[config.mk]
export PLATFORM = sky130hd
export DESIGN_NAME = json_syntax_validator_unit
export DESIGN_NICKNAME = d
export VERILOG_FILES = /design/src/rtl/jsv_pkg.sv /design/src/rtl/jsv_front.sv /design/src/rtl/jsv_stack.sv /design/src/rtl/jsv_back.sv /design/src/rtl/json_syntax_validator_unit.sv
export SDC_FILE = /design/constraint.sdc
export NUM_CORES = 1
export LEC_CHECK = 0
export ABC_AREA = 1
export BUFFER_PORTS_ARGS = -buffer_cell sky130_fd_sc_hd__buf_2
export CAP_MARGIN = 40
export CELL_PAD_IN_SITES_DETAIL_PLACEMENT = 1
export CELL_PAD_IN_SITES_GLOBAL_PLACEMENT = 2
export CORE_MARGIN = 5
export CORE_UTILIZATION = 35
export DETAILED_ROUTE_END_ITERATION = 8
export PLACE_DENSITY = 0.82
export SYNTH_ARGS = -nofsm -noshare
export SYNTH_HDL_FRONTEND = slang
export SYNTH_SLANG_ARGS = --single-unit
[constraint.sdc]
create_clock -name clk -period 5.47 [get_ports clk]
set_input_delay 0.2735 -clock clk [delete_from_list [all_inputs] [get_ports clk]]
set_output_delay 0.2735 -clock clk [all_outputs]
set_load 0.005 [all_outputs]
[src/rtl/jsv_pkg.sv]
// shared types, constants and byte helpers for the json syntax validator
`default_nettype none

package jsv_pkg;

    // default container stack depth
    localparam int unsigned MAX_DEPTH_DEFAULT = 32;
    // entries in the byte queue between front and back (power of two)
    localparam int unsigned QUEUE_DEPTH = 4;

    // character codes
    localparam logic [7:0] CHR_SPACE   = 8'h20;
    localparam logic [7:0] CHR_LF      = 8'h0A;
    localparam logic [7:0] CHR_CR      = 8'h0D;
    localparam logic [7:0] CHR_TAB     = 8'h09;
    localparam logic [7:0] CHR_ZERO    = 8'h30;
    localparam logic [7:0] CHR_NINE    = 8'h39;
    localparam logic [7:0] CHR_LBRACE  = 8'h7B;
    localparam logic [7:0] CHR_RBRACE  = 8'h7D;
    localparam logic [7:0] CHR_LBRACK  = 8'h5B;
    localparam logic [7:0] CHR_RBRACK  = 8'h5D;
    localparam logic [7:0] CHR_QUOTE   = 8'h22;
    localparam logic [7:0] CHR_COMMA   = 8'h2C;
    localparam logic [7:0] CHR_COLON   = 8'h3A;
    localparam logic [7:0] CHR_T       = 8'h74;
    localparam logic [7:0] CHR_F       = 8'h66;
    localparam logic [7:0] CHR_N       = 8'h6E;
    localparam logic [7:0] CHR_R       = 8'h72;
    localparam logic [7:0] CHR_U       = 8'h75;
    localparam logic [7:0] CHR_E       = 8'h65;
    localparam logic [7:0] CHR_A       = 8'h61;
    localparam logic [7:0] CHR_L       = 8'h6C;
    localparam logic [7:0] CHR_S       = 8'h73;
    localparam logic [7:0] CHR_NUL     = 8'h00;

    typedef enum logic [3:0] {
        PH_TOP,
        PH_ARR_FIRST,
        PH_ARR_COMMA,
        PH_VALUE,
        PH_OBJ_FIRST,
        PH_OBJ_COMMA,
        PH_KEY,
        PH_IN_KEY,
        PH_COLON,
        PH_IN_STRING,
        PH_NUMBER,
        PH_LITERAL,
        PH_AFTER
    } phase_t;

    typedef enum logic [3:0] {
        CLS_WS,
        CLS_DIGIT,
        CLS_OBJ_OPEN,
        CLS_OBJ_CLOSE,
        CLS_ARR_OPEN,
        CLS_ARR_CLOSE,
        CLS_QUOTE,
        CLS_COMMA,
        CLS_COLON,
        CLS_LIT_T,
        CLS_LIT_F,
        CLS_LIT_N,
        CLS_OTHER
    } byte_class_t;

    typedef enum logic {
        KIND_OBJ = 1'b0,
        KIND_ARR = 1'b1
    } kind_t;

    typedef enum logic [1:0] {
        LIT_TRUE,
        LIT_FALSE,
        LIT_NULL
    } lit_kind_t;

    typedef enum logic [3:0] {
        ACT_STAY,
        ACT_GOTO,
        ACT_OPEN_OBJ,
        ACT_OPEN_ARR,
        ACT_CLOSE_OBJ,
        ACT_CLOSE_ARR,
        ACT_COMMA,
        ACT_FAIL,
        ACT_LIT_START,
        ACT_LIT_STEP
    } act_t;

    // one queued byte with its class
    typedef struct packed {
        logic [7:0]  data_byte;
        byte_class_t cls;
        logic        last;
    } item_t;

    // back to stack
    typedef struct packed {
        logic  push;
        logic  pop;
        logic  clear;
        kind_t kind;
    } stk_cmd_t;

    // stack to back
    typedef struct packed {
        logic  empty;
        logic  full;
        logic  single;
        kind_t tos;
    } stk_stat_t;

    function automatic byte_class_t classify(input logic [7:0] b);
        byte_class_t c;
        c = CLS_OTHER;
        priority if (b == CHR_SPACE || b == CHR_LF || b == CHR_CR || b == CHR_TAB)
            c = CLS_WS;
        else if (b >= CHR_ZERO && b <= CHR_NINE)
            c = CLS_DIGIT;
        else if (b == CHR_LBRACE)
            c = CLS_OBJ_OPEN;
        else if (b == CHR_RBRACE)
            c = CLS_OBJ_CLOSE;
        else if (b == CHR_LBRACK)
            c = CLS_ARR_OPEN;
        else if (b == CHR_RBRACK)
            c = CLS_ARR_CLOSE;
        else if (b == CHR_QUOTE)
            c = CLS_QUOTE;
        else if (b == CHR_COMMA)
            c = CLS_COMMA;
        else if (b == CHR_COLON)
            c = CLS_COLON;
        else if (b == CHR_T)
            c = CLS_LIT_T;
        else if (b == CHR_F)
            c = CLS_LIT_F;
        else if (b == CHR_N)
            c = CLS_LIT_N;
        else
            c = CLS_OTHER;
        return c;
    endfunction

    function automatic logic [2:0] lit_len(input lit_kind_t k);
        logic [2:0] n;
        unique case (k)
            LIT_TRUE:  n = 3'd4;
            LIT_FALSE: n = 3'd5;
            LIT_NULL:  n = 3'd4;
            default:   n = 3'd0;
        endcase
        return n;
    endfunction

    function automatic logic [7:0] lit_char(input lit_kind_t k, input logic [2:0] pos);
        logic [7:0] c;
        c = CHR_NUL;
        unique case (k)
            LIT_TRUE:
            begin
                unique case (pos)
                    3'd0:    c = CHR_T;
                    3'd1:    c = CHR_R;
                    3'd2:    c = CHR_U;
                    3'd3:    c = CHR_E;
                    default: c = CHR_NUL;
                endcase
            end
            LIT_FALSE:
            begin
                unique case (pos)
                    3'd0:    c = CHR_F;
                    3'd1:    c = CHR_A;
                    3'd2:    c = CHR_L;
                    3'd3:    c = CHR_S;
                    3'd4:    c = CHR_E;
                    default: c = CHR_NUL;
                endcase
            end
            LIT_NULL:
            begin
                unique case (pos)
                    3'd0:    c = CHR_N;
                    3'd1:    c = CHR_U;
                    3'd2:    c = CHR_L;
                    3'd3:    c = CHR_L;
                    default: c = CHR_NUL;
                endcase
            end
            default: c = CHR_NUL;
        endcase
        return c;
    endfunction

endpackage

`default_nettype wire

[src/rtl/jsv_front.sv]
// front end: accepts bytes, classifies them and queues them for the parser
`default_nettype none

module jsv_front (
    input  wire logic          clk,
    input  wire logic          rst_n,
    input  wire logic          in_valid,
    output logic               in_stall,
    input  wire logic [7:0]    data_byte,
    input  wire logic          last,
    output logic               q_valid,
    output jsv_pkg::item_t     q_item,
    input  wire logic          q_pop
);

    localparam int unsigned PW = (jsv_pkg::QUEUE_DEPTH > 1) ? $clog2(jsv_pkg::QUEUE_DEPTH) : 1;
    localparam int unsigned CW = $clog2(jsv_pkg::QUEUE_DEPTH + 1);

    jsv_pkg::item_t q_reg [jsv_pkg::QUEUE_DEPTH];
    logic [PW-1:0]  wr_ptr_reg, wr_ptr_next;
    logic [PW-1:0]  rd_ptr_reg, rd_ptr_next;
    logic [CW-1:0]  count_reg, count_next;
    logic           push;
    logic           pop;

    assign in_stall = (count_reg == CW'(jsv_pkg::QUEUE_DEPTH));
    assign push     = in_valid && !in_stall;
    assign q_valid  = (count_reg != '0);
    assign pop      = q_pop && q_valid;
    assign q_item   = q_reg[rd_ptr_reg];

    always_comb
    begin
        wr_ptr_next = push ? PW'(wr_ptr_reg + 1'b1) : wr_ptr_reg;
        rd_ptr_next = pop  ? PW'(rd_ptr_reg + 1'b1) : rd_ptr_reg;
        unique case ({push, pop})
            2'b10:   count_next = CW'(count_reg + 1'b1);
            2'b01:   count_next = CW'(count_reg - 1'b1);
            default: count_next = count_reg;
        endcase
    end

    always_ff @(posedge clk or negedge rst_n)
    begin
        if (!rst_n)
        begin
            wr_ptr_reg <= '0;
            rd_ptr_reg <= '0;
            count_reg  <= '0;
        end
        else
        begin
            wr_ptr_reg <= wr_ptr_next;
            rd_ptr_reg <= rd_ptr_next;
            count_reg  <= count_next;
        end
    end

    // classify on the way in
    always_ff @(posedge clk)
    begin
        if (push)
        begin
            q_reg[wr_ptr_reg] <= '{data_byte: data_byte,
                                   cls:       jsv_pkg::classify(data_byte),
                                   last:      last};
        end
    end

endmodule

`default_nettype wire

[src/rtl/jsv_stack.sv]
// container stack: memory of kinds with top and next-below held in registers
`default_nettype none

module jsv_stack #(
    parameter int unsigned MAX_DEPTH = jsv_pkg::MAX_DEPTH_DEFAULT
) (
    input  wire logic           clk,
    input  wire logic           rst_n,
    input  jsv_pkg::stk_cmd_t   cmd,
    output jsv_pkg::stk_stat_t  stat
);

    localparam int unsigned DW = $clog2(MAX_DEPTH + 1);
    localparam int unsigned AW = (MAX_DEPTH > 1) ? $clog2(MAX_DEPTH) : 1;

    logic           mem [MAX_DEPTH];
    logic [DW-1:0]  depth_reg, depth_next;
    jsv_pkg::kind_t tos_reg;
    jsv_pkg::kind_t below_reg;
    logic           do_push;
    logic           do_pop;
    logic           rd_en;
    logic [DW-1:0]  depth_less3;
    logic [AW-1:0]  wr_addr;
    logic [AW-1:0]  rd_addr;

    assign stat.empty  = (depth_reg == '0);
    assign stat.full   = (depth_reg == DW'(MAX_DEPTH));
    assign stat.single = (depth_reg == DW'(1));
    assign stat.tos    = tos_reg;

    assign do_push     = cmd.push && !stat.full && !cmd.clear;
    assign do_pop      = cmd.pop && !stat.empty && !cmd.clear;
    // after a pop from depth d the new below entry sits at d-3
    assign rd_en       = do_pop && (int'(depth_reg) >= 3);
    assign depth_less3 = DW'(int'(depth_reg) - 3);
    assign rd_addr     = depth_less3[AW-1:0];
    assign wr_addr     = depth_reg[AW-1:0];

    always_comb
    begin
        priority if (cmd.clear)
            depth_next = '0;
        else if (do_push)
            depth_next = DW'(depth_reg + 1'b1);
        else if (do_pop)
            depth_next = DW'(depth_reg - 1'b1);
        else
            depth_next = depth_reg;
    end

    always_ff @(posedge clk or negedge rst_n)
    begin
        if (!rst_n)
            depth_reg <= '0;
        else
            depth_reg <= depth_next;
    end

    always_ff @(posedge clk)
    begin
        if (do_push)
            mem[wr_addr] <= cmd.kind;
        if (rd_en)
            below_reg <= jsv_pkg::kind_t'(mem[rd_addr]);
        else if (do_push)
            below_reg <= tos_reg;
        if (do_push)
            tos_reg <= cmd.kind;
        else if (do_pop)
            tos_reg <= below_reg;
    end

endmodule

`default_nettype wire

[src/rtl/jsv_back.sv]
// back end: parse state machine, stack control and result register
`default_nettype none

module jsv_back (
    input  wire logic           clk,
    input  wire logic           rst_n,
    input  wire logic           q_valid,
    input  jsv_pkg::item_t      q_item,
    output logic                q_pop,
    output jsv_pkg::stk_cmd_t   stk_cmd,
    input  jsv_pkg::stk_stat_t  stk_stat,
    output logic                out_valid,
    input  wire logic           out_stall,
    output logic                valid_res,
    output logic                depth_overflow
);

    jsv_pkg::phase_t    phase_reg, phase_next;
    jsv_pkg::lit_kind_t lit_kind_reg, lit_kind_next;
    logic [2:0]         lit_pos_reg, lit_pos_next;
    logic               done_reg, done_next;
    logic               ok_reg, ok_next;
    logic               ovf_reg, ovf_next;
    logic               out_valid_reg, out_valid_next;
    logic               valid_res_reg, valid_res_next;
    logic               depth_overflow_reg, depth_overflow_next;

    jsv_pkg::act_t      act;
    jsv_pkg::phase_t    goto_phase;
    jsv_pkg::act_t      sv_act;
    jsv_pkg::phase_t    sv_phase;
    logic               take;
    logic               take_last;
    logic               consume;
    logic [2:0]         lit_pos_inc;

    assign q_pop          = q_valid && (!q_item.last || !out_valid_reg || !out_stall);
    assign take           = q_pop;
    assign take_last      = take && q_item.last;
    assign consume        = take && !done_reg;
    assign lit_pos_inc    = 3'(lit_pos_reg + 1'b1);
    assign out_valid      = out_valid_reg;
    assign valid_res      = valid_res_reg;
    assign depth_overflow = depth_overflow_reg;

    // start of a value
    always_comb
    begin
        sv_phase = phase_reg;
        unique case (q_item.cls)
            jsv_pkg::CLS_OBJ_OPEN: sv_act = jsv_pkg::ACT_OPEN_OBJ;
            jsv_pkg::CLS_ARR_OPEN: sv_act = jsv_pkg::ACT_OPEN_ARR;
            jsv_pkg::CLS_QUOTE:
            begin
                sv_act   = jsv_pkg::ACT_GOTO;
                sv_phase = jsv_pkg::PH_IN_STRING;
            end
            jsv_pkg::CLS_DIGIT:
            begin
                sv_act   = jsv_pkg::ACT_GOTO;
                sv_phase = jsv_pkg::PH_NUMBER;
            end
            jsv_pkg::CLS_LIT_T,
            jsv_pkg::CLS_LIT_F,
            jsv_pkg::CLS_LIT_N:    sv_act = jsv_pkg::ACT_LIT_START;
            default:               sv_act = jsv_pkg::ACT_FAIL;
        endcase
    end

    // decode: what this byte does in the current phase
    always_comb
    begin
        act        = jsv_pkg::ACT_STAY;
        goto_phase = phase_reg;
        unique case (phase_reg)
            jsv_pkg::PH_TOP:
            begin
                priority if (q_item.cls == jsv_pkg::CLS_WS)
                    act = jsv_pkg::ACT_STAY;
                else if (q_item.cls == jsv_pkg::CLS_OBJ_OPEN)
                    act = jsv_pkg::ACT_OPEN_OBJ;
                else if (q_item.cls == jsv_pkg::CLS_ARR_OPEN)
                    act = jsv_pkg::ACT_OPEN_ARR;
                else
                    act = jsv_pkg::ACT_FAIL;
            end
            jsv_pkg::PH_ARR_FIRST:
            begin
                priority if (q_item.cls == jsv_pkg::CLS_WS)
                    act = jsv_pkg::ACT_STAY;
                else if (q_item.cls == jsv_pkg::CLS_ARR_CLOSE)
                    act = jsv_pkg::ACT_CLOSE_ARR;
                else
                begin
                    act        = sv_act;
                    goto_phase = sv_phase;
                end
            end
            jsv_pkg::PH_ARR_COMMA:
            begin
                // trailing comma only when the bracket follows directly
                priority if (q_item.cls == jsv_pkg::CLS_ARR_CLOSE)
                    act = jsv_pkg::ACT_CLOSE_ARR;
                else if (q_item.cls == jsv_pkg::CLS_WS)
                begin
                    act        = jsv_pkg::ACT_GOTO;
                    goto_phase = jsv_pkg::PH_VALUE;
                end
                else
                begin
                    act        = sv_act;
                    goto_phase = sv_phase;
                end
            end
            jsv_pkg::PH_VALUE:
            begin
                if (q_item.cls == jsv_pkg::CLS_WS)
                    act = jsv_pkg::ACT_STAY;
                else
                begin
                    act        = sv_act;
                    goto_phase = sv_phase;
                end
            end
            jsv_pkg::PH_OBJ_FIRST:
            begin
                priority if (q_item.cls == jsv_pkg::CLS_WS)
                    act = jsv_pkg::ACT_STAY;
                else if (q_item.cls == jsv_pkg::CLS_OBJ_CLOSE)
                    act = jsv_pkg::ACT_CLOSE_OBJ;
                else if (q_item.cls == jsv_pkg::CLS_QUOTE)
                begin
                    act        = jsv_pkg::ACT_GOTO;
                    goto_phase = jsv_pkg::PH_IN_KEY;
                end
                else
                    act = jsv_pkg::ACT_FAIL;
            end
            jsv_pkg::PH_OBJ_COMMA:
            begin
                priority if (q_item.cls == jsv_pkg::CLS_OBJ_CLOSE)
                    act = jsv_pkg::ACT_CLOSE_OBJ;
                else if (q_item.cls == jsv_pkg::CLS_WS)
                begin
                    act        = jsv_pkg::ACT_GOTO;
                    goto_phase = jsv_pkg::PH_KEY;
                end
                else if (q_item.cls == jsv_pkg::CLS_QUOTE)
                begin
                    act        = jsv_pkg::ACT_GOTO;
                    goto_phase = jsv_pkg::PH_IN_KEY;
                end
                else
                    act = jsv_pkg::ACT_FAIL;
            end
            jsv_pkg::PH_KEY:
            begin
                priority if (q_item.cls == jsv_pkg::CLS_WS)
                    act = jsv_pkg::ACT_STAY;
                else if (q_item.cls == jsv_pkg::CLS_QUOTE)
                begin
                    act        = jsv_pkg::ACT_GOTO;
                    goto_phase = jsv_pkg::PH_IN_KEY;
                end
                else
                    act = jsv_pkg::ACT_FAIL;
            end
            jsv_pkg::PH_IN_KEY:
            begin
                if (q_item.cls == jsv_pkg::CLS_QUOTE)
                begin
                    act        = jsv_pkg::ACT_GOTO;
                    goto_phase = jsv_pkg::PH_COLON;
                end
            end
            jsv_pkg::PH_COLON:
            begin
                if (q_item.cls == jsv_pkg::CLS_COLON)
                begin
                    act        = jsv_pkg::ACT_GOTO;
                    goto_phase = jsv_pkg::PH_VALUE;
                end
                else
                    act = jsv_pkg::ACT_FAIL;
            end
            jsv_pkg::PH_IN_STRING:
            begin
                if (q_item.cls == jsv_pkg::CLS_QUOTE)
                begin
                    act        = jsv_pkg::ACT_GOTO;
                    goto_phase = jsv_pkg::PH_AFTER;
                end
            end
            jsv_pkg::PH_LITERAL:
                act = jsv_pkg::ACT_LIT_STEP;
            jsv_pkg::PH_NUMBER,
            jsv_pkg::PH_AFTER:
            begin
                // a number ends at the first non-digit, which is then handled as after a value
                priority if (q_item.cls == jsv_pkg::CLS_DIGIT &&
                             phase_reg == jsv_pkg::PH_NUMBER)
                    act = jsv_pkg::ACT_STAY;
                else if (q_item.cls == jsv_pkg::CLS_WS)
                begin
                    act        = jsv_pkg::ACT_GOTO;
                    goto_phase = jsv_pkg::PH_AFTER;
                end
                else if (q_item.cls == jsv_pkg::CLS_COMMA)
                    act = jsv_pkg::ACT_COMMA;
                else if (q_item.cls == jsv_pkg::CLS_ARR_CLOSE)
                    act = jsv_pkg::ACT_CLOSE_ARR;
                else if (q_item.cls == jsv_pkg::CLS_OBJ_CLOSE)
                    act = jsv_pkg::ACT_CLOSE_OBJ;
                else
                    act = jsv_pkg::ACT_FAIL;
            end
            default: act = jsv_pkg::ACT_FAIL;
        endcase
    end

    // next state, stack command and result
    always_comb
    begin
        phase_next          = phase_reg;
        lit_kind_next       = lit_kind_reg;
        lit_pos_next        = lit_pos_reg;
        done_next           = done_reg;
        ok_next             = ok_reg;
        ovf_next            = ovf_reg;
        stk_cmd             = '{push: 1'b0, pop: 1'b0, clear: 1'b0, kind: jsv_pkg::KIND_OBJ};
        valid_res_next      = valid_res_reg;
        depth_overflow_next = depth_overflow_reg;

        if (consume)
        begin
            unique case (act)
                jsv_pkg::ACT_STAY: ;
                jsv_pkg::ACT_GOTO: phase_next = goto_phase;
                jsv_pkg::ACT_OPEN_OBJ,
                jsv_pkg::ACT_OPEN_ARR:
                begin
                    if (stk_stat.full)
                    begin
                        ovf_next  = 1'b1;
                        done_next = 1'b1;
                        ok_next   = 1'b0;
                    end
                    else
                    begin
                        stk_cmd.push = 1'b1;
                        if (act == jsv_pkg::ACT_OPEN_ARR)
                        begin
                            stk_cmd.kind = jsv_pkg::KIND_ARR;
                            phase_next   = jsv_pkg::PH_ARR_FIRST;
                        end
                        else
                        begin
                            stk_cmd.kind = jsv_pkg::KIND_OBJ;
                            phase_next   = jsv_pkg::PH_OBJ_FIRST;
                        end
                    end
                end
                jsv_pkg::ACT_CLOSE_OBJ,
                jsv_pkg::ACT_CLOSE_ARR:
                begin
                    if (stk_stat.empty ||
                        (stk_stat.tos == jsv_pkg::KIND_ARR) != (act == jsv_pkg::ACT_CLOSE_ARR))
                    begin
                        done_next = 1'b1;
                        ok_next   = 1'b0;
                    end
                    else
                    begin
                        stk_cmd.pop = 1'b1;
                        if (stk_stat.single)
                        begin
                            done_next = 1'b1;
                            ok_next   = 1'b1;
                        end
                        else
                            phase_next = jsv_pkg::PH_AFTER;
                    end
                end
                jsv_pkg::ACT_COMMA:
                begin
                    if (stk_stat.empty)
                    begin
                        done_next = 1'b1;
                        ok_next   = 1'b0;
                    end
                    else if (stk_stat.tos == jsv_pkg::KIND_ARR)
                        phase_next = jsv_pkg::PH_ARR_COMMA;
                    else
                        phase_next = jsv_pkg::PH_OBJ_COMMA;
                end
                jsv_pkg::ACT_LIT_START:
                begin
                    unique case (q_item.cls)
                        jsv_pkg::CLS_LIT_T: lit_kind_next = jsv_pkg::LIT_TRUE;
                        jsv_pkg::CLS_LIT_F: lit_kind_next = jsv_pkg::LIT_FALSE;
                        default:            lit_kind_next = jsv_pkg::LIT_NULL;
                    endcase
                    lit_pos_next = 3'd1;
                    phase_next   = jsv_pkg::PH_LITERAL;
                end
                jsv_pkg::ACT_LIT_STEP:
                begin
                    if (lit_pos_reg >= jsv_pkg::lit_len(lit_kind_reg) ||
                        q_item.data_byte != jsv_pkg::lit_char(lit_kind_reg, lit_pos_reg))
                    begin
                        done_next = 1'b1;
                        ok_next   = 1'b0;
                    end
                    else if (lit_pos_inc >= jsv_pkg::lit_len(lit_kind_reg))
                    begin
                        lit_pos_next = '0;
                        phase_next   = jsv_pkg::PH_AFTER;
                    end
                    else
                        lit_pos_next = lit_pos_inc;
                end
                default:
                begin
                    done_next = 1'b1;
                    ok_next   = 1'b0;
                end
            endcase
        end

        // end of message: report and start over
        if (take_last)
        begin
            valid_res_next      = done_next && ok_next;
            depth_overflow_next = ovf_next;
            phase_next          = jsv_pkg::PH_TOP;
            lit_kind_next       = jsv_pkg::LIT_TRUE;
            lit_pos_next        = '0;
            done_next           = 1'b0;
            ok_next             = 1'b0;
            ovf_next            = 1'b0;
            stk_cmd.clear       = 1'b1;
        end
    end

    always_comb
    begin
        if (take_last)
            out_valid_next = 1'b1;
        else if (!out_stall)
            out_valid_next = 1'b0;
        else
            out_valid_next = out_valid_reg;
    end

    always_ff @(posedge clk or negedge rst_n)
    begin
        if (!rst_n)
        begin
            phase_reg     <= jsv_pkg::PH_TOP;
            lit_kind_reg  <= jsv_pkg::LIT_TRUE;
            lit_pos_reg   <= '0;
            done_reg      <= 1'b0;
            ok_reg        <= 1'b0;
            ovf_reg       <= 1'b0;
            out_valid_reg <= 1'b0;
        end
        else
        begin
            phase_reg     <= phase_next;
            lit_kind_reg  <= lit_kind_next;
            lit_pos_reg   <= lit_pos_next;
            done_reg      <= done_next;
            ok_reg        <= ok_next;
            ovf_reg       <= ovf_next;
            out_valid_reg <= out_valid_next;
        end
    end

    always_ff @(posedge clk)
    begin
        valid_res_reg      <= valid_res_next;
        depth_overflow_reg <= depth_overflow_next;
    end

    a_no_push_when_full: assert property (@(posedge clk) disable iff (!rst_n)
        stk_cmd.push |-> !stk_stat.full)
        else $error("push issued on a full stack");

    a_push_pop_exclusive: assert property (@(posedge clk) disable iff (!rst_n)
        !(stk_cmd.push && stk_cmd.pop))
        else $error("push and pop in the same cycle");

    a_restart_after_last: assert property (@(posedge clk) disable iff (!rst_n)
        take_last |=> (phase_reg == jsv_pkg::PH_TOP && !done_reg && !ovf_reg && out_valid_reg))
        else $error("state not restarted after final byte");

    a_overflow_invalid: assert property (@(posedge clk) disable iff (!rst_n)
        out_valid_reg |-> !(valid_res_reg && depth_overflow_reg))
        else $error("overflow reported with a valid verdict");

    a_result_from_last: assert property (@(posedge clk) disable iff (!rst_n)
        $rose(out_valid_reg) |-> $past(take_last))
        else $error("result appeared without a final byte");

endmodule

`default_nettype wire

[src/rtl/json_syntax_validator_unit.sv]
// top level of the json syntax validator: front queue, parser back end and stack
`default_nettype none

// usage
//   input channel: one message byte per transfer on data_byte, with last set on
//   the final byte. a transfer happens when in_valid is high and in_stall is low.
//   output channel: one result per message, valid_res and depth_overflow, moved
//   when out_valid is high and out_stall is low.
// timing
//   a byte is classified and written to a four-entry queue on its transfer; the
//   parser takes it the next cycle at the earliest and registers the result of
//   a message as it takes its last byte. throughput is one byte per cycle while
//   no result waits, set by the parser step and the one-read stack memory.
// stack
//   the container stack is a MAX_DEPTH by one bit memory with its top and the
//   entry below it held in registers; its contents need no clearing.
// reset
//   rst_n clears the queue, parse state, stack depth and out_valid, not the
//   result values; the block takes bytes as soon as reset ends.
// stall
//   while a result waits under out_stall the parser keeps taking bytes of the
//   next message and halts only on its last byte; the queue fills and then
//   in_stall rises.
module json_syntax_validator_unit #(
    parameter int unsigned MAX_DEPTH = jsv_pkg::MAX_DEPTH_DEFAULT
) (
    input  wire logic       clk,
    input  wire logic       rst_n,
    input  wire logic       in_valid,
    output logic            in_stall,
    input  wire logic [7:0] data_byte,
    input  wire logic       last,
    output logic            out_valid,
    input  wire logic       out_stall,
    output logic            valid_res,
    output logic            depth_overflow
);

    // queue between classifier and parser
    logic               q_valid;
    logic               q_pop;
    jsv_pkg::item_t     q_item;

    // parser to stack control and status
    jsv_pkg::stk_cmd_t  stk_cmd;
    jsv_pkg::stk_stat_t stk_stat;

    jsv_front u_front (
        .clk       (clk),
        .rst_n     (rst_n),
        .in_valid  (in_valid),
        .in_stall  (in_stall),
        .data_byte (data_byte),
        .last      (last),
        .q_valid   (q_valid),
        .q_item    (q_item),
        .q_pop     (q_pop)
    );

    jsv_back u_back (
        .clk            (clk),
        .rst_n          (rst_n),
        .q_valid        (q_valid),
        .q_item         (q_item),
        .q_pop          (q_pop),
        .stk_cmd        (stk_cmd),
        .stk_stat       (stk_stat),
        .out_valid      (out_valid),
        .out_stall      (out_stall),
        .valid_res      (valid_res),
        .depth_overflow (depth_overflow)
    );

    jsv_stack #(
        .MAX_DEPTH (MAX_DEPTH)
    ) u_stack (
        .clk   (clk),
        .rst_n (rst_n),
        .cmd   (stk_cmd),
        .stat  (stk_stat)
    );

endmodule

`default_nettype wire
==> out/metrics.yaml, run 1 <==
cts_buffers: 17
postPlaceCellArea_um2: 7541
ctsResizeCount: 0
crit_slowest_cell: "dfrtp_1"
chipHeight_um: 153.1
clk_pin_slew_ns: 0.06
fin_crit_sh_pct: 69.80
drv_slew: 0
crit_fanout: 21
status: "complete, no violations"
cts_tree: "built"
diodes: 0
drt_wl_total_um: 19470
seq_area_um2: 3293
synthArstFlopShare_pct: 22.81
p_per_area_nw_per_um2: 715.1
synth_area_um2: 7166
endpoint_kind: "register"
peakVddDrop_mv: 0.2486
synth_top_flop_cell: "edfxtp_1"
fmax_mhz: 261.9
drc: 0
cts_root_buf: "clkbuf_16"
stdcell_area_um2: 8212
p_sw_w: 0.002843
worst-path-buf-inv: 5
routed_via_density: 5.065
max_stage_delay_ns: 0.60
portBuffers: 16
cp_top_family: "buffers and inverters"
antenna_found_initial: 0
wire_per_inst_um: 16.77
hold_path_class: "primary input to register"
tightest_slew_ns: 0.7714
clkSinkCount: 114
ys_warn_count: 0
tns_ns: 0
setup_viol: 0
intPower_w: 0.003029
rows: 52
clock_latency_ns: 0.41
ys_seq_area_share_pct: 45.96
p_leak_nw: 3.587
io_pins: 17
coreArea_um2: 20170
post_cts.repair.setup_buffers: 0
cp_cell_sequence: "inv_2 -> o21ai_0 -> o22ai_1 -> nand3_1 -> nand2_1 -> inv_2 -> nand2_1 -> buf_4 -> clkinv_1 -> nor2_1 -> nand2_4 -> inv_2 -> nand2_1 -> nor2_1"
path_class: "register to register"
layout-drive-gt1-share_pct: 14.14
switching_share_pct: 48.42
worstSetupStartpointType: "register"
gr-total-overflow: 0
finalWeightedCongestion: 0.8659
syn_to_final_growth_pct: 14.60
relSlewSlack_pct: 48.57
die_w_um: 153.1
cp.arrival_ns: 3.93
fin_nets: 911
synth-edff-count: 88
postCtsHoldBufs: 1
p_comb_share_pct: 56.2
syn_nets: 885
finalClockSkew_ns: 0.008692
htree_levels: 4
grt_pass1_vias: 6000
dr_total_vias: 5880
final_common_cell: "nand2_1"
rsz0062_at_grt: "no"
multi_input_area_um2: 3343
grt_max_degree: 33
seqPwrFrac_pct: 23.0
initial_core_util_pct: 35.53
pwr-share-clk_pct: 20.8
largest_reg_flops: 52
antenna_left: 0
maxCapViolCount: 0
required_ns: 5.58
mostFrequentLayoutCells: "nand2_1, nor2_1, inv_1"
grt_first_pass_wirelength_um: 32090
postSynthCellCount: 852
dr.pass1.iters: 5
ys_types: 55
dr.first_iter.drc_count: 257
post-route-util_pct: 40.71
finalHoldWorstSlack_ns: 0.1208
cts_buffer_depth: 2
die_area_um2: 23440
fill_cells: 2427
hpwl_um: 14600
synth-seq-cells: 114
avgSynthCellArea_um2: 8.410
hold_viol_final: 0
track_usage_pct: 17.05
period_minus_slack_ns: 3.818
[power by group through the flow]
stage          clock network [W]  logic [W]  registers (W)
5_1_grt                  0.00129    0.00371        0.00137
3_5_place_dp                   0    0.00331        0.00137
3_3_place_gp                   0    0.00328        0.00136
2_1_floorplan                  0    0.00257        0.00128
4_1_cts                  0.00124    0.00333        0.00135
6_report                 0.00122    0.00330        0.00135
[cells in the mapped netlist (6+ instances only)]
library cell,number,area (µm²)
nand2_1,171,641.9
inv_1,99,371.6
inv_2,10,37.54
edfxtp_1,88,2643
clkbuf_1,9,33.78
nand3_1,51,255.2
o221ai_1,6,52.55
ha_1,19,237.7
mux2i_1,6,60.06
nor2_1,143,536.8
xor2_1,14,122.6
nand2_4,7,78.83
nor2_2,7,43.79
nor3_1,12,60.06
nand2_2,14,87.58
nand3_2,9,90.09
dfrtp_1,26,650.6
nand4_1,13,81.33
a21oi_1,23,115.1
o21ai_1,9,45.04
o21ai_0,49,245.2
[metrics by stage]
step | total power (W) | setup slack (ns) | cells
2_1_floorplan | 0.003848 | 2.497 | 852
3_3_place_gp | 0.004640 | 1.700 | 1127
3_5_place_dp | 0.004675 | 1.565 | 1127
4_1_cts | 0.005930 | 1.559 | 1160
5_1_grt | 0.006379 | 1.259 | 1161
6_report | 0.005872 | 1.652 | 1161
[layout make-up]
cell class,instances,share of cell area (%)
Clock inverter,15,2.804
Timing Repair Buffer,25,1.798
Multi-Input combinational cell,607,40.71
Tap cell,270,4.114
Sequential cell,114,40.10
Inverter,113,5.287
Clock buffer,17,5.181
[logic make-up after synthesis]
group,share of synthesized area (%)
adder cells (fa/ha/maj),3.597
flip-flops,45.96
AO/OA/AOI/OAI,9.883
AND/OR/NAND/NOR,30.35
buffers and inverters,7.386
multiplexers,0.9953
XOR/XNOR,1.833
[metal layers]
| layer | vias up | global-route usage [%] | part of all wire [%] |
|---|---|---|---|
| li1 | 2894 | - | - |
| met1 | 2864 | 23.49 | 48 |
| met2 | 97 | 27.40 | 47 |
| met3 | 25 | 2.969 | 2.8 |
| met4 | 0 | 5.473 | 1.8 |
| met5 | - | 0 | 0 |
[final timing paths]
path / startpoint / end / slack (ns) / cells past startpoint
worst max register to register: u_front.rd_ptr_reg[1] / u_stack.mem[4] / 1.65 / 14
worst max-delay path: u_front.rd_ptr_reg[1] / u_stack.mem[4] / 1.65 / 14
max in group asynchronous: rst_n / u_front.rd_ptr_reg[1] / 4.59 / 2
worst min register to register: u_front.count_reg[0] / u_front.count_reg[0] / 0.48 / 1
min in group asynchronous: rst_n / u_back.done_reg / 0.43 / 2
worst min-delay path: out_stall / u_back.out_valid / 0.12 / 3
[tightest hold or removal path: stages]
cell and delay [ns]:
buf_2 0.11, nand2_1 0.05, nand2_1 0.06
(Power assumes the default switching activity.)
==> inputs of run 2 (changes only) <==
--- a/config.mk
+++ b/config.mk
@@ -13,7 +13,7 @@
 export CORE_MARGIN = 5
 export CORE_UTILIZATION = 35
 export DETAILED_ROUTE_END_ITERATION = 8
-export PLACE_DENSITY = 0.82
+export PLACE_DENSITY = 0.85
 export SYNTH_ARGS = -nofsm -noshare
 export SYNTH_HDL_FRONTEND = slang
 export SYNTH_SLANG_ARGS = --single-unit
==> constraint.sdc (replaced) <==
create_clock -name clk -period 3.4 [get_ports clk]
set_input_delay 0.17 -clock clk [delete_from_list [all_inputs] [get_ports clk]]
set_output_delay 0.17 -clock clk [all_outputs]
set_load 0.005 [all_outputs]
==> run 2 against run 1 <==
Register-to-register slack got worse by 1.3 ns; power grew 62%; clock skew up 0.0098 ns; critical endpoint is now u_stack.mem[29].
==> out/metrics.yaml, run 2 (same netlist as run 1, synthesis figures left out) <==
hold_viol_final: 0
finalClockSkew_ns: 0.01845
cp_top_family: "simple AND/OR/NAND/NOR gates"
r2r_cells: 18
die_w_um: 153.1
initial_core_util_pct: 35.53
finalWeightedCongestion: 0.8308
diodes: 0
post-route-util_pct: 41.25
rows: 52
largest_reg_flops: 52
tightest_slew_ns: 0.6793
drc: 0
dp_slack_ns: 0.3125
htree_levels: 4
status: "complete, no violations"
hpwl_um: 13990
coreArea_um2: 20170
cp.arrival_ns: 3.20
cts_root_buf: "clkbuf_16"
crit_fanout: 23
period_minus_slack_ns: 3.085
setup_viol: 0
drv_slew: 0
worst-path-buf-inv: 4
layout_setup_ws_ns: 0.3151
p_per_area_nw_per_um2: 1142
final_common_cell: "nand2_1"
timing.rr.end: "u_stack.mem[29]"
required_ns: 3.51
max_stage_delay_ns: 0.40
cts_buffer_depth: 2
track_usage_pct: 17.03
tns_ns: 0
antenna_left: 0
layout-drive-gt1-share_pct: 14.90
rrSetupSlack_ns: 0.32
rsz0062_at_grt: "no"
fmax_mhz: 324.2
crit_slowest_cell: "dfrtp_1"
syn_to_final_growth_pct: 16.10
finalHoldWorstSlack_ns: 0.02950
dr.first_iter.drc_count: 262
drt_wl_total_um: 19350
cp_cell_sequence: "buf_4 -> nand2_1 -> nand3_2 -> nand2_2 -> nand2_4 -> inv_4 -> nand3_1 -> nand2_1 -> nand2_1 -> nor2_1 -> nand3_1 -> nor2_1 -> nand4_2 -> inv_2 -> nand2_4 -> inv_2 -> nand2_1 -> nor2_1"
grt_pass1_vias: 6291
endpoint_kind: "register"
p_leak_nw: 3.659
multi_input_area_um2: 3343
relSlewSlack_pct: 54.71
die_area_um2: 23440
min-delay-start: "data_byte[5]"
mostFrequentLayoutCells: "nand2_1, nor2_1, inv_1"
dr.pass1.iters: 5
seq_area_um2: 3293
cp_num_cells: 18
chipHeight_um: 153.1
cts_buffers: 17
fin_crit_sh_pct: 90.73
hold_path_class: "primary input to register"
fill_cells: 2460
clock_latency_ns: 0.42
fin_nets: 926
maxCapViolCount: 0
min_path_cells: 1
cts_tree: "built"
portBuffers: 16
routed_via_density: 4.997
dr_total_vias: 5876
cp_common_cell: "nand2_1"
hold_path_end: "u_front.q_reg[1][10]"
clkSinkCount: 114
peakVddDrop_mv: 0.4262
grt_first_pass_wirelength_um: 32410
grt_max_degree: 33
path_class: "register to register"
clk_pin_slew_ns: 0.05
io_pins: 17
gr-total-overflow: 0
worstSetupStartpointType: "register"
worstReg2RegStart: "u_front.rd_ptr_reg[0]"
ctsResizeCount: 0
wire_per_inst_um: 16.46
antenna_found_initial: 0
==> run 2: changes by cell type in the layout (fill, tap and decap cells not counted), sizes merged <==
cell           previous run  this run
clkinv                    6         7
buf                      23        35
clkinvlp                  3         1
clkbuf                   18        21
dlygate4sd3               1         4
inv                     114       111
clkdlybuf4s15             0         1
==> run 2: how the worst max path moves through the flow <==
| stage | start | end | slack [ns] |
|---|---|---|---|
| global placement | u_front.rd_ptr_reg[0] | u_stack.mem[7] | 0.38 |
| detailed placement | u_front.rd_ptr_reg[0] | u_stack.mem[15] | 0.31 |
| finish | u_front.rd_ptr_reg[0] | u_stack.mem[29] | 0.32 |
| CTS | u_front.rd_ptr_reg[0] | u_stack.mem[29] | 0.28 |
| global route | u_front.rd_ptr_reg[0] | u_stack.mem[23] | 0.05 |
| floorplan | u_front.rd_ptr_reg[1] | u_stack.mem[0] | 0.43 |
==> run 2: cell type report <==
cell class              instances  area share [%]
clock inverters                11           2.241
inverters                     113           5.219
flip-flops and latches        114           39.58
well taps                     270           4.061
repair buffers                 40           3.294
clock buffers                  21           5.414
multi-input cells             607           40.19
==> run 2: per-stage QoR <==
| stage | std cells | instance area, µm² | power (W) |
|---|---|---|---|
| 6_report | 1176 | 8319 | 0.009500 |
| 5_1_grt | 1176 | 8319 | 0.01034 |
| 4_1_cts | 1176 | 8319 | 0.009597 |
| 3_5_place_dp | 1140 | 7642 | 0.007555 |
| 3_3_place_gp | 1139 | 7631 | 0.007453 |
| 2_1_floorplan | 852 | 7166 | 0.006191 |
==> run 2: timing repair <==
item | 4_1_cts | 5_1_grt
hold buffers | 4 | 0
setup buffers | 0 | 0
endpoints found under the hold margin | 36 | 0
==> run 2: metal layers <==
metal,vias up,part of all wire (%),global-route usage (%)
li1,2917,-,-
met1,2864,46,21.57
met2,74,49,29.77
met3,21,2.6,2.940
met4,0,1.7,5.134
met5,-,0,0
==> run 2: report_power, final <==
group	switching (W)	internal [W]	leakage (nW)
combinational	0.00368	0.00174	2.21
clock	0.000636	0.00131	0.311
sequential	0.000221	0.00191	1.14
total	0.00453	0.00497	3.66
